File: src/rtl/core/lcpd_pkg.sv
// lcpd_pkg: shared constants, event codes and button debounce states
// for the led chase pwm driver; no dependencies.

package lcpd_pkg;

   localparam int LED_COUNT   = 8;
   localparam int PWM_BITS    = 5;
   localparam int TABLE_DEPTH = 8;
   localparam int TABLE_IDX_W = $clog2(TABLE_DEPTH);
   localparam int MASK_W      = 8;
   localparam int SPEED_W     = 8;
   localparam int ROTATE_W    = SPEED_W + 1;
   localparam int DEBOUNCE_W  = 8;
   localparam int PHASE_W     = TABLE_IDX_W;

   localparam logic [DEBOUNCE_W-1:0] DEBOUNCE_RESET = DEBOUNCE_W'(40);

   // brightness per table position, brightest first
   localparam logic [PWM_BITS-1:0] BRIGHT_TABLE [TABLE_DEPTH] = '{
      PWM_BITS'(31), PWM_BITS'(20), PWM_BITS'(11), PWM_BITS'(7),
      PWM_BITS'(4),  PWM_BITS'(2),  PWM_BITS'(1),  PWM_BITS'(0)
   };

   typedef enum logic [1:0] {
      OP_PWM_TICK = 2'd0,
      OP_MS_TICK  = 2'd1,
      OP_SPEED    = 2'd2,
      OP_NONE     = 2'd3
   } op_type;

   typedef enum logic [1:0] {
      BTN_WAIT_PRESS   = 2'd0,
      BTN_PRESS_DB     = 2'd1,
      BTN_WAIT_RELEASE = 2'd2,
      BTN_RELEASE_DB   = 2'd3
   } btn_state_type;

endpackage

File: src/rtl/core/led_chase_pwm_driver.sv
// led_chase_pwm_driver: eight-led pwm chaser with rotating brightness,
// speed divider and debounced direction button. Depends on lcpd_pkg.
//
// Usage:
//   req channel carries one event word per handshake: req_tuser is the event
//   kind (pwm tick, millisecond tick, speed update, or an unused code that
//   changes nothing), req_tdata carries the button level and new speed.
//   rsp channel returns exactly one word per event: the led drive mask,
//   direction and current pattern phase, taken after the event's update.
//   csr_wr_en/csr_wr_data load the debounce length in millisecond ticks;
//   write it only while no event is in flight.
// Timing:
//   an accepted word lands in the input register; once the result register
//   can advance, its state update is applied and the result register loaded,
//   and the result then shows on rsp until it is taken.
//   One word per cycle is sustained while rsp does not stall: the
//   whole update is a single pass of counter, compare and table logic.
// Reset (synchronous, active high) clears all counters, phase, direction,
// speed and leds, returns the button machine to waiting for a press and
// loads the debounce length 40. When rsp stalls, the result register holds
// and one more word is taken into the input register before req_tready drops.

module led_chase_pwm_driver
   import lcpd_pkg::*;
(
   input  logic        clock,
   input  logic        reset,
   input  logic        req_tvalid,
   output logic        req_tready,
   input  logic [15:0] req_tdata,   // [0] button_level, [8:1] speed_value, rest zero
   input  logic [1:0]  req_tuser,   // [1:0] op
   output logic        rsp_tvalid,
   input  logic        rsp_tready,
   output logic [15:0] rsp_tdata,   // [7:0] led_mask, [8] reverse, [11:9] phase_now
   input  logic                  csr_wr_en,
   input  logic [DEBOUNCE_W-1:0] csr_wr_data
);

   // input register
   logic               in_valid_ff, in_valid_in;
   op_type             in_op_ff;
   logic               in_level_ff;
   logic [SPEED_W-1:0] in_speed_ff;

   // result register
   logic              out_valid_ff, out_valid_in;
   logic [MASK_W-1:0] out_mask_ff;
   logic              out_rev_ff;
   logic [PHASE_W-1:0] out_phase_ff;

   // block state
   logic [DEBOUNCE_W-1:0] db_ticks_ff;
   logic [PWM_BITS-1:0]   pwm_count_ff, pwm_count_in;
   logic [PHASE_W-1:0]    phase_ff, phase_in;
   logic                  dir_ff, dir_in;
   logic [SPEED_W-1:0]    speed_ff, speed_in;
   logic [ROTATE_W-1:0]   rotate_ff, rotate_in;
   btn_state_type         btn_ff, btn_in;
   logic [DEBOUNCE_W-1:0] db_count_ff, db_count_in;
   logic [MASK_W-1:0]     led_ff, led_in;

   logic advance;
   logic process;
   logic is_pwm, is_ms;

   logic [PWM_BITS:0]     pwm_next;
   logic [ROTATE_W-1:0]   rotate_next;
   logic [DEBOUNCE_W-1:0] db_limit;
   logic [DEBOUNCE_W-1:0] db_next;
   logic                  db_done;
   logic [MASK_W-1:0]     mask_calc;

   assign advance    = !out_valid_ff || rsp_tready;
   assign process    = in_valid_ff && advance;
   assign req_tready = !in_valid_ff || advance;
   assign is_pwm     = process && (in_op_ff == OP_PWM_TICK);
   assign is_ms      = process && (in_op_ff == OP_MS_TICK);

   assign in_valid_in  = (req_tvalid && req_tready) || (in_valid_ff && !advance);
   assign out_valid_in = process || (out_valid_ff && !rsp_tready);

   // pwm compare across leds
   assign pwm_next = {1'b0, pwm_count_ff} + (PWM_BITS+1)'(1);

   always_comb begin
      logic [TABLE_IDX_W-1:0] pos;
      mask_calc = '0;
      for (int i = 0; i < LED_COUNT; i++) begin
         pos = dir_ff ? phase_ff - TABLE_IDX_W'(i) : phase_ff + TABLE_IDX_W'(i);
         mask_calc[i] = (pwm_next <= {1'b0, BRIGHT_TABLE[pos]});
      end
   end

   assign rotate_next = rotate_ff + ROTATE_W'(1);
   assign db_limit    = (db_ticks_ff == '0) ? DEBOUNCE_W'(1) : db_ticks_ff;
   assign db_next     = db_count_ff + DEBOUNCE_W'(1);
   assign db_done     = (db_next >= db_limit);

   always_comb begin
      pwm_count_in = pwm_count_ff;
      led_in       = led_ff;
      phase_in     = phase_ff;
      rotate_in    = rotate_ff;
      speed_in     = speed_ff;
      if (is_pwm) begin
         pwm_count_in = pwm_next[PWM_BITS-1:0];
         led_in       = mask_calc;
      end
      if (is_ms) begin
         if (rotate_next > {1'b0, speed_ff}) begin
            phase_in  = phase_ff + PHASE_W'(1);
            rotate_in = '0;
         end else begin
            rotate_in = rotate_next;
         end
      end
      if (process && (in_op_ff == OP_SPEED)) begin
         speed_in = in_speed_ff;
      end
   end

   // button machine: next state
   always_comb begin
      btn_in = btn_ff;
      if (is_ms) begin
         unique case (btn_ff)
            BTN_WAIT_PRESS: begin
               if (!in_level_ff) btn_in = BTN_PRESS_DB;
            end
            BTN_PRESS_DB: begin
               if (db_done) btn_in = in_level_ff ? BTN_WAIT_PRESS : BTN_WAIT_RELEASE;
            end
            BTN_WAIT_RELEASE: begin
               if (in_level_ff) btn_in = BTN_RELEASE_DB;
            end
            BTN_RELEASE_DB: begin
               if (db_done) btn_in = in_level_ff ? BTN_WAIT_PRESS : BTN_WAIT_RELEASE;
            end
            default: btn_in = BTN_WAIT_PRESS;
         endcase
      end
   end

   // button machine: count and direction
   always_comb begin
      db_count_in = db_count_ff;
      dir_in      = dir_ff;
      if (is_ms) begin
         unique case (btn_ff)
            BTN_WAIT_PRESS: begin
               if (!in_level_ff) db_count_in = '0;
            end
            BTN_PRESS_DB: begin
               db_count_in = db_next;
               if (db_done && !in_level_ff) dir_in = !dir_ff;
            end
            BTN_WAIT_RELEASE: begin
               if (in_level_ff) db_count_in = '0;
            end
            BTN_RELEASE_DB: begin
               db_count_in = db_next;
            end
            default: db_count_in = db_count_ff;
         endcase
      end
   end

   always_ff @(posedge clock) begin
      if (reset) begin
         in_valid_ff  <= 1'b0;
         out_valid_ff <= 1'b0;
         db_ticks_ff  <= DEBOUNCE_RESET;
         pwm_count_ff <= '0;
         phase_ff     <= '0;
         dir_ff       <= 1'b0;
         speed_ff     <= '0;
         rotate_ff    <= '0;
         btn_ff       <= BTN_WAIT_PRESS;
         db_count_ff  <= '0;
         led_ff       <= '0;
      end else begin
         in_valid_ff  <= in_valid_in;
         out_valid_ff <= out_valid_in;
         if (csr_wr_en) db_ticks_ff <= csr_wr_data;
         pwm_count_ff <= pwm_count_in;
         phase_ff     <= phase_in;
         dir_ff       <= dir_in;
         speed_ff     <= speed_in;
         rotate_ff    <= rotate_in;
         btn_ff       <= btn_in;
         db_count_ff  <= db_count_in;
         led_ff       <= led_in;
      end
   end

   always_ff @(posedge clock) begin
      if (req_tvalid && req_tready) begin
         in_op_ff    <= op_type'(req_tuser);
         in_level_ff <= req_tdata[0];
         in_speed_ff <= req_tdata[8:1];
      end
      if (process) begin
         out_mask_ff  <= led_in;
         out_rev_ff   <= dir_in;
         out_phase_ff <= phase_in;
      end
   end

   assign rsp_tvalid = out_valid_ff;
   assign rsp_tdata  = {4'b0, out_phase_ff, out_rev_ff, out_mask_ff};

   // direction only flips on a processed millisecond tick
   a_dir_on_ms: assert property (@(posedge clock) disable iff (reset)
      (!$past(reset) && (dir_ff != $past(dir_ff))) |->
         $past(in_valid_ff && advance && (in_op_ff == OP_MS_TICK)))
      else $error("direction changed outside a millisecond tick");

   // rotate counter is cleared once it passes the speed
   a_rotate_bound: assert property (@(posedge clock) disable iff (reset)
      rotate_ff <= ROTATE_W'(256))
      else $error("rotate counter out of range");

   // a held input word is not lost or altered while the result side stalls
   a_in_hold: assert property (@(posedge clock) disable iff (reset)
      (in_valid_ff && !advance) |=>
         (in_valid_ff && $stable(in_op_ff) && $stable(in_level_ff) && $stable(in_speed_ff)))
      else $error("input word dropped during stall");

   // phase only moves on a processed millisecond tick
   a_phase_on_ms: assert property (@(posedge clock) disable iff (reset)
      (!$past(reset) && (phase_ff != $past(phase_ff))) |->
         $past(in_valid_ff && advance && (in_op_ff == OP_MS_TICK)))
      else $error("phase changed outside a millisecond tick");

endmodule
File: config.mk
export PLATFORM = sky130hd
export DESIGN_NAME = led_chase_pwm_driver
export DESIGN_NICKNAME = d
export VERILOG_FILES = /design/src/rtl/core/lcpd_pkg.sv /design/src/rtl/core/led_chase_pwm_driver.sv
export SDC_FILE = /design/constraint.sdc
export NUM_CORES = 1
export LEC_CHECK = 0
export ABC_AREA = 1
export ABC_CLOCK_PERIOD_IN_PS = 3300
export BUFFER_PORTS_ARGS = -buffer_cell sky130_fd_sc_hd__buf_2
export CAP_MARGIN = 20
export CELL_PAD_IN_SITES_DETAIL_PLACEMENT = 1
export CELL_PAD_IN_SITES_GLOBAL_PLACEMENT = 2
export CORE_ASPECT_RATIO = 0.9
export CORE_MARGIN = 3
export CORE_UTILIZATION = 37
export CTS_BUF_LIST = sky130_fd_sc_hd__clkbuf_4
export DETAILED_ROUTE_END_ITERATION = 6
export GPL_TIMING_DRIVEN = 0
export PLACE_DENSITY_LB_ADDON = 0.1
export SETUP_SLACK_MARGIN = 0.05
export SLEW_MARGIN = 10
export SYNTH_ARGS = -nofsm -noshare
export SYNTH_HDL_FRONTEND = slang
export SYNTH_SLANG_ARGS = --single-unit
File: constraint.sdc
create_clock -name clock -period 3.3 [get_ports clock]
set_input_delay 0.66 -clock clock [delete_from_list [all_inputs] [get_ports clock]]
set_output_delay 0.66 -clock clock [all_outputs]
set_load 0.01 [all_outputs]
==> results.json <==
{
  "crit_path_cell_trace": "ha_1, xor2_2, ha_1, inv_1, nor2_1, o211ai_1, nand2_1, o21ai_0, nand2_1, a21oi_1",
  "via_per_inst": 4.96,
  "skew_ps": 18.0,
  "cts.clk_slew.worst_paths_ps": 140,
  "clk_latency_ps": 460,
  "p_leak_nw": 2.69,
  "holdWs_ps": 366,
  "swShare": 0.293,
  "ios": 49,
  "grt_use_total": 0.174,
  "synth_commonest_cells": "nand2_1 (120), inv_1 (70), ha_1 (68), o21ai_0 (57), a21oi_1 (56)",
  "syn_inst": 596,
  "fin_area_mm2": 0.00547,
  "antenna-diode-count": 0,
  "synthMuxAreaShare": 0.00410,
  "tightest_slew_ps": 736,
  "post-route-min-period_ps": 2970,
  "power_frac_seq": 0.497,
  "drt_wl_total_um": 12200,
  "finalSetupViolCount": 0,
  "ys_top_cells_by_area": "dfxtp_1 (22%), ha_1 (17%), edfxtp_1 (14%), nand2_1 (9.2%), o21ai_0 (5.8%)",
  "synth-seq-cells": 77,
  "worst_slack_ps": 332,
  "dr.pass1.iters": 4,
  "grt_pass1_vias": 4085,
  "r2r-start": "pwm_count_ff[0]",
  "min-delay-start": "req_tdata[4]",
  "critPathSlowestCell": "dfxtp_1",
  "hold_buffers": 0,
  "syn2layout_area_growth_pct": 12.0,
  "yosys_warnings": 0,
  "fill_cells": 1575,
  "finalWeightedCongestion": 0.789,
  "drive_gt1_frac": 0.144,
  "ys_seq_area_frac": 0.363,
  "yosys.area_share.adder": 0.182,
  "crit_path_start_kind": "register",
  "core_area_mm2": 0.0128,
  "syn_area_mm2": 0.00489,
  "finalCritPeriodShare": 0.900,
  "place_hpwl_um": 9600,
  "status": "finished, final reports clean",
  "vias": 4049,
  "intPower_mw": 1.47,
  "relSlewSlack": 0.509,
  "worstSetupPathType": "reg2reg",
  "cts_num_sinks": 77,
  "grt_max_degree": 16,
  "tritoncts": "built",
  "finalMaxSlewViolations": 0,
  "antenna_left": 0,
  "peakVddDrop_v": 0.000208,
  "synth_edf_count": 23,
  "rsz0062_at_grt": "false",
  "p_per_area_mw_per_mm2": 381,
  "clock_path_buffers": 2,
  "switchingPower_mw": 0.610,
  "crit_arrival_ps": 3360,
  "hold_path_class": "in2reg",
  "max_freq_mhz": 337,
  "port_buffers": 37,
  "cts_root_buffer": "clkbuf_4",
  "place_area_mm2": 0.00529,
  "start_util": 0.382,
  "path_max_fanout": 13,
  "regToRegSetupSlack_ps": 330,
  "ys_types": 46,
  "clockPowerShare": 0.321,
  "critical_path_required_ps": 3690,
  "cts_buffers": 9,
  "hold_violations": 0,
  "antenna_found_initial": 0,
  "ys.flop_type": "dfxtp_1",
  "reg2reg_to": "led_ff[4]",
  "final_nets": 748,
  "routedWlPerCell_um": 14.9,
  "grt_pass1_wl_um": 20000,
  "die_area_mm2": 0.0146,
  "syn_avg_cell_area_um2": 8.20,
  "reg2reg_depth": 10,
  "critPathLaunch": "pwm_count_ff[0]",
  "num_rows": 39,
  "async_flop_share": 0,
  "drv_cap": 0,
  "synth_most_common_cell": "nand2_1",
  "synthSimpleGateAreaFrac": 0.184,
  "tns_ps": 0,
  "htree_levels": 3,
  "critical-path-max-stage-delay_ps": 770,
  "synthXorXnorAreaFrac": 0.0425,
  "die_w_um": 127,
  "overflow": 0,
  "critPathCaptureType": "register",
  "synth_area_leader_cell": "dfxtp_1",
  "synth_top_family_by_area": "simple AND/OR/NAND/NOR gates",
  "cts_setup_buffers": 0,
  "fin_util": 0.428,
  "pre_cts_ws_ps": 35.8,
  "drc_errors": 0,
  "synth_top_area_share": 0.221,
  "cp-endpoint": "led_ff[4]",
  "drt_iter0_markers": 95,
  "die_h_um": 115,
  "synth_compound_area_frac": 0.144,
  "comb_power_share": 0.182
}
[worst min-delay path by stage]
stage	to	slack, ps	depth (start not counted)
finish	in_speed_ff[3]	370	1
global route	in_op_ff[1]	310	1
CTS	in_speed_ff[3]	310	1
detailed placement	rotate_ff[8]	450	2
global placement	rotate_ff[8]	450	2
floorplan	speed_ff[1]	440	2
[power by group through the flow]
stage / clock, mW / combinational [mW] / sequential, mW
after global routing: 0.734 / 0.440 / 1.04
after floorplan: 0 / 0.265 / 1.06
after global placement: 0 / 0.363 / 1.06
after CTS: 0.707 / 0.385 / 1.04
after detailed placement: 0 / 0.382 / 1.06
final: 0.668 / 0.380 / 1.04
[worst max-delay path: cells and delay by family, from the launching register on]
family | cells | cell delay, ps
xor gates and xnor gates | 1 | 610
adders and majority gates | 2 | 670
DFF | 1 | 770
and+or+nand+nor | 3 | 280
AOI/OAI and AO/OA | 3 | 500
buffers and inverters | 1 | 70
[layout by cell type, fill, tap and decap left out, types with 3 or more instances in the layout]
master and n:
clkbuf_4 10, nand2_1 120, clkbuf_1 7, nand4_1 5, xor2_1 13, dfxtp_1 53
nand2_2 6, nand3_1 20, ha_1 68, o21ai_0 57, a21oi_1 56, conb_1 4
inv_1 70, buf_4 7, xor2_2 3, nor2_1 30, edfxtp_1 23, inv_2 6
buf_2 39, o21bai_1 7, xnor2_1 5
[metrics by stage]
step | std cells | total power, mW
floorplan | 599 | 1.32
global placement | 800 | 1.42
detailed placement | 800 | 1.44
CTS | 816 | 2.13
global route | 816 | 2.22
finish | 816 | 2.08
[sequential cells by signal (all words and copies together), names as in the netlist, 2 cells and up, named ones only]
| signal | count |
|---|---|
| in_op_ff | 2 |
| pwm_count_ff | 5 |
| speed_ff | 8 |
| phase_ff | 3 |
| db_count_ff | 8 |
| out_mask_ff | 8 |
| led_ff | 8 |
| db_ticks_ff | 8 |
| rotate_ff | 9 |
| in_speed_ff | 8 |
| out_phase_ff | 3 |
[logic make-up after synthesis]
kind of cell             after synthesis
buffers and inverters                 94
multiplexers                           2
other                                  1
flip-flops                            77
AND/OR/NAND/NOR                      198
AO/OA/AOI/OAI                        132
adder cells (fa/ha/maj)               70
XOR/XNOR                              22
[metal layers]
layer | GRT usage | part of all wire | up-vias
met3 | 0.0344 | 0.028 | 9
met2 | 0.291 | 0.46 | 40
met1 | 0.229 | 0.50 | 1920
met5 | 0 | 0 | -
met4 | 0.0529 | 0.0084 | 0
li1 | - | - | 2080
[layout make-up]
| class | count | area [um2] | area share |
|---|---|---|---|
| inverter | 77 | 292 | 0.0533 |
| tap | 164 | 205 | 0.0375 |
| buffer | 17 | 100 | 0.0183 |
| sequential | 77 | 1770 | 0.324 |
| multi-input combinational | 428 | 2750 | 0.503 |
| clock buffer | 10 | 75.1 | 0.0137 |
| timing repair buffer | 37 | 185 | 0.0338 |
| clock inverter | 6 | 88.8 | 0.0162 |
[timing repair]
item	4_1_cts	5_1_grt
resized for setup	2	2
setup endpoints to repair	2	1
gates cloned	0	0
Note: power is estimated with default switching activity, not from simulation.
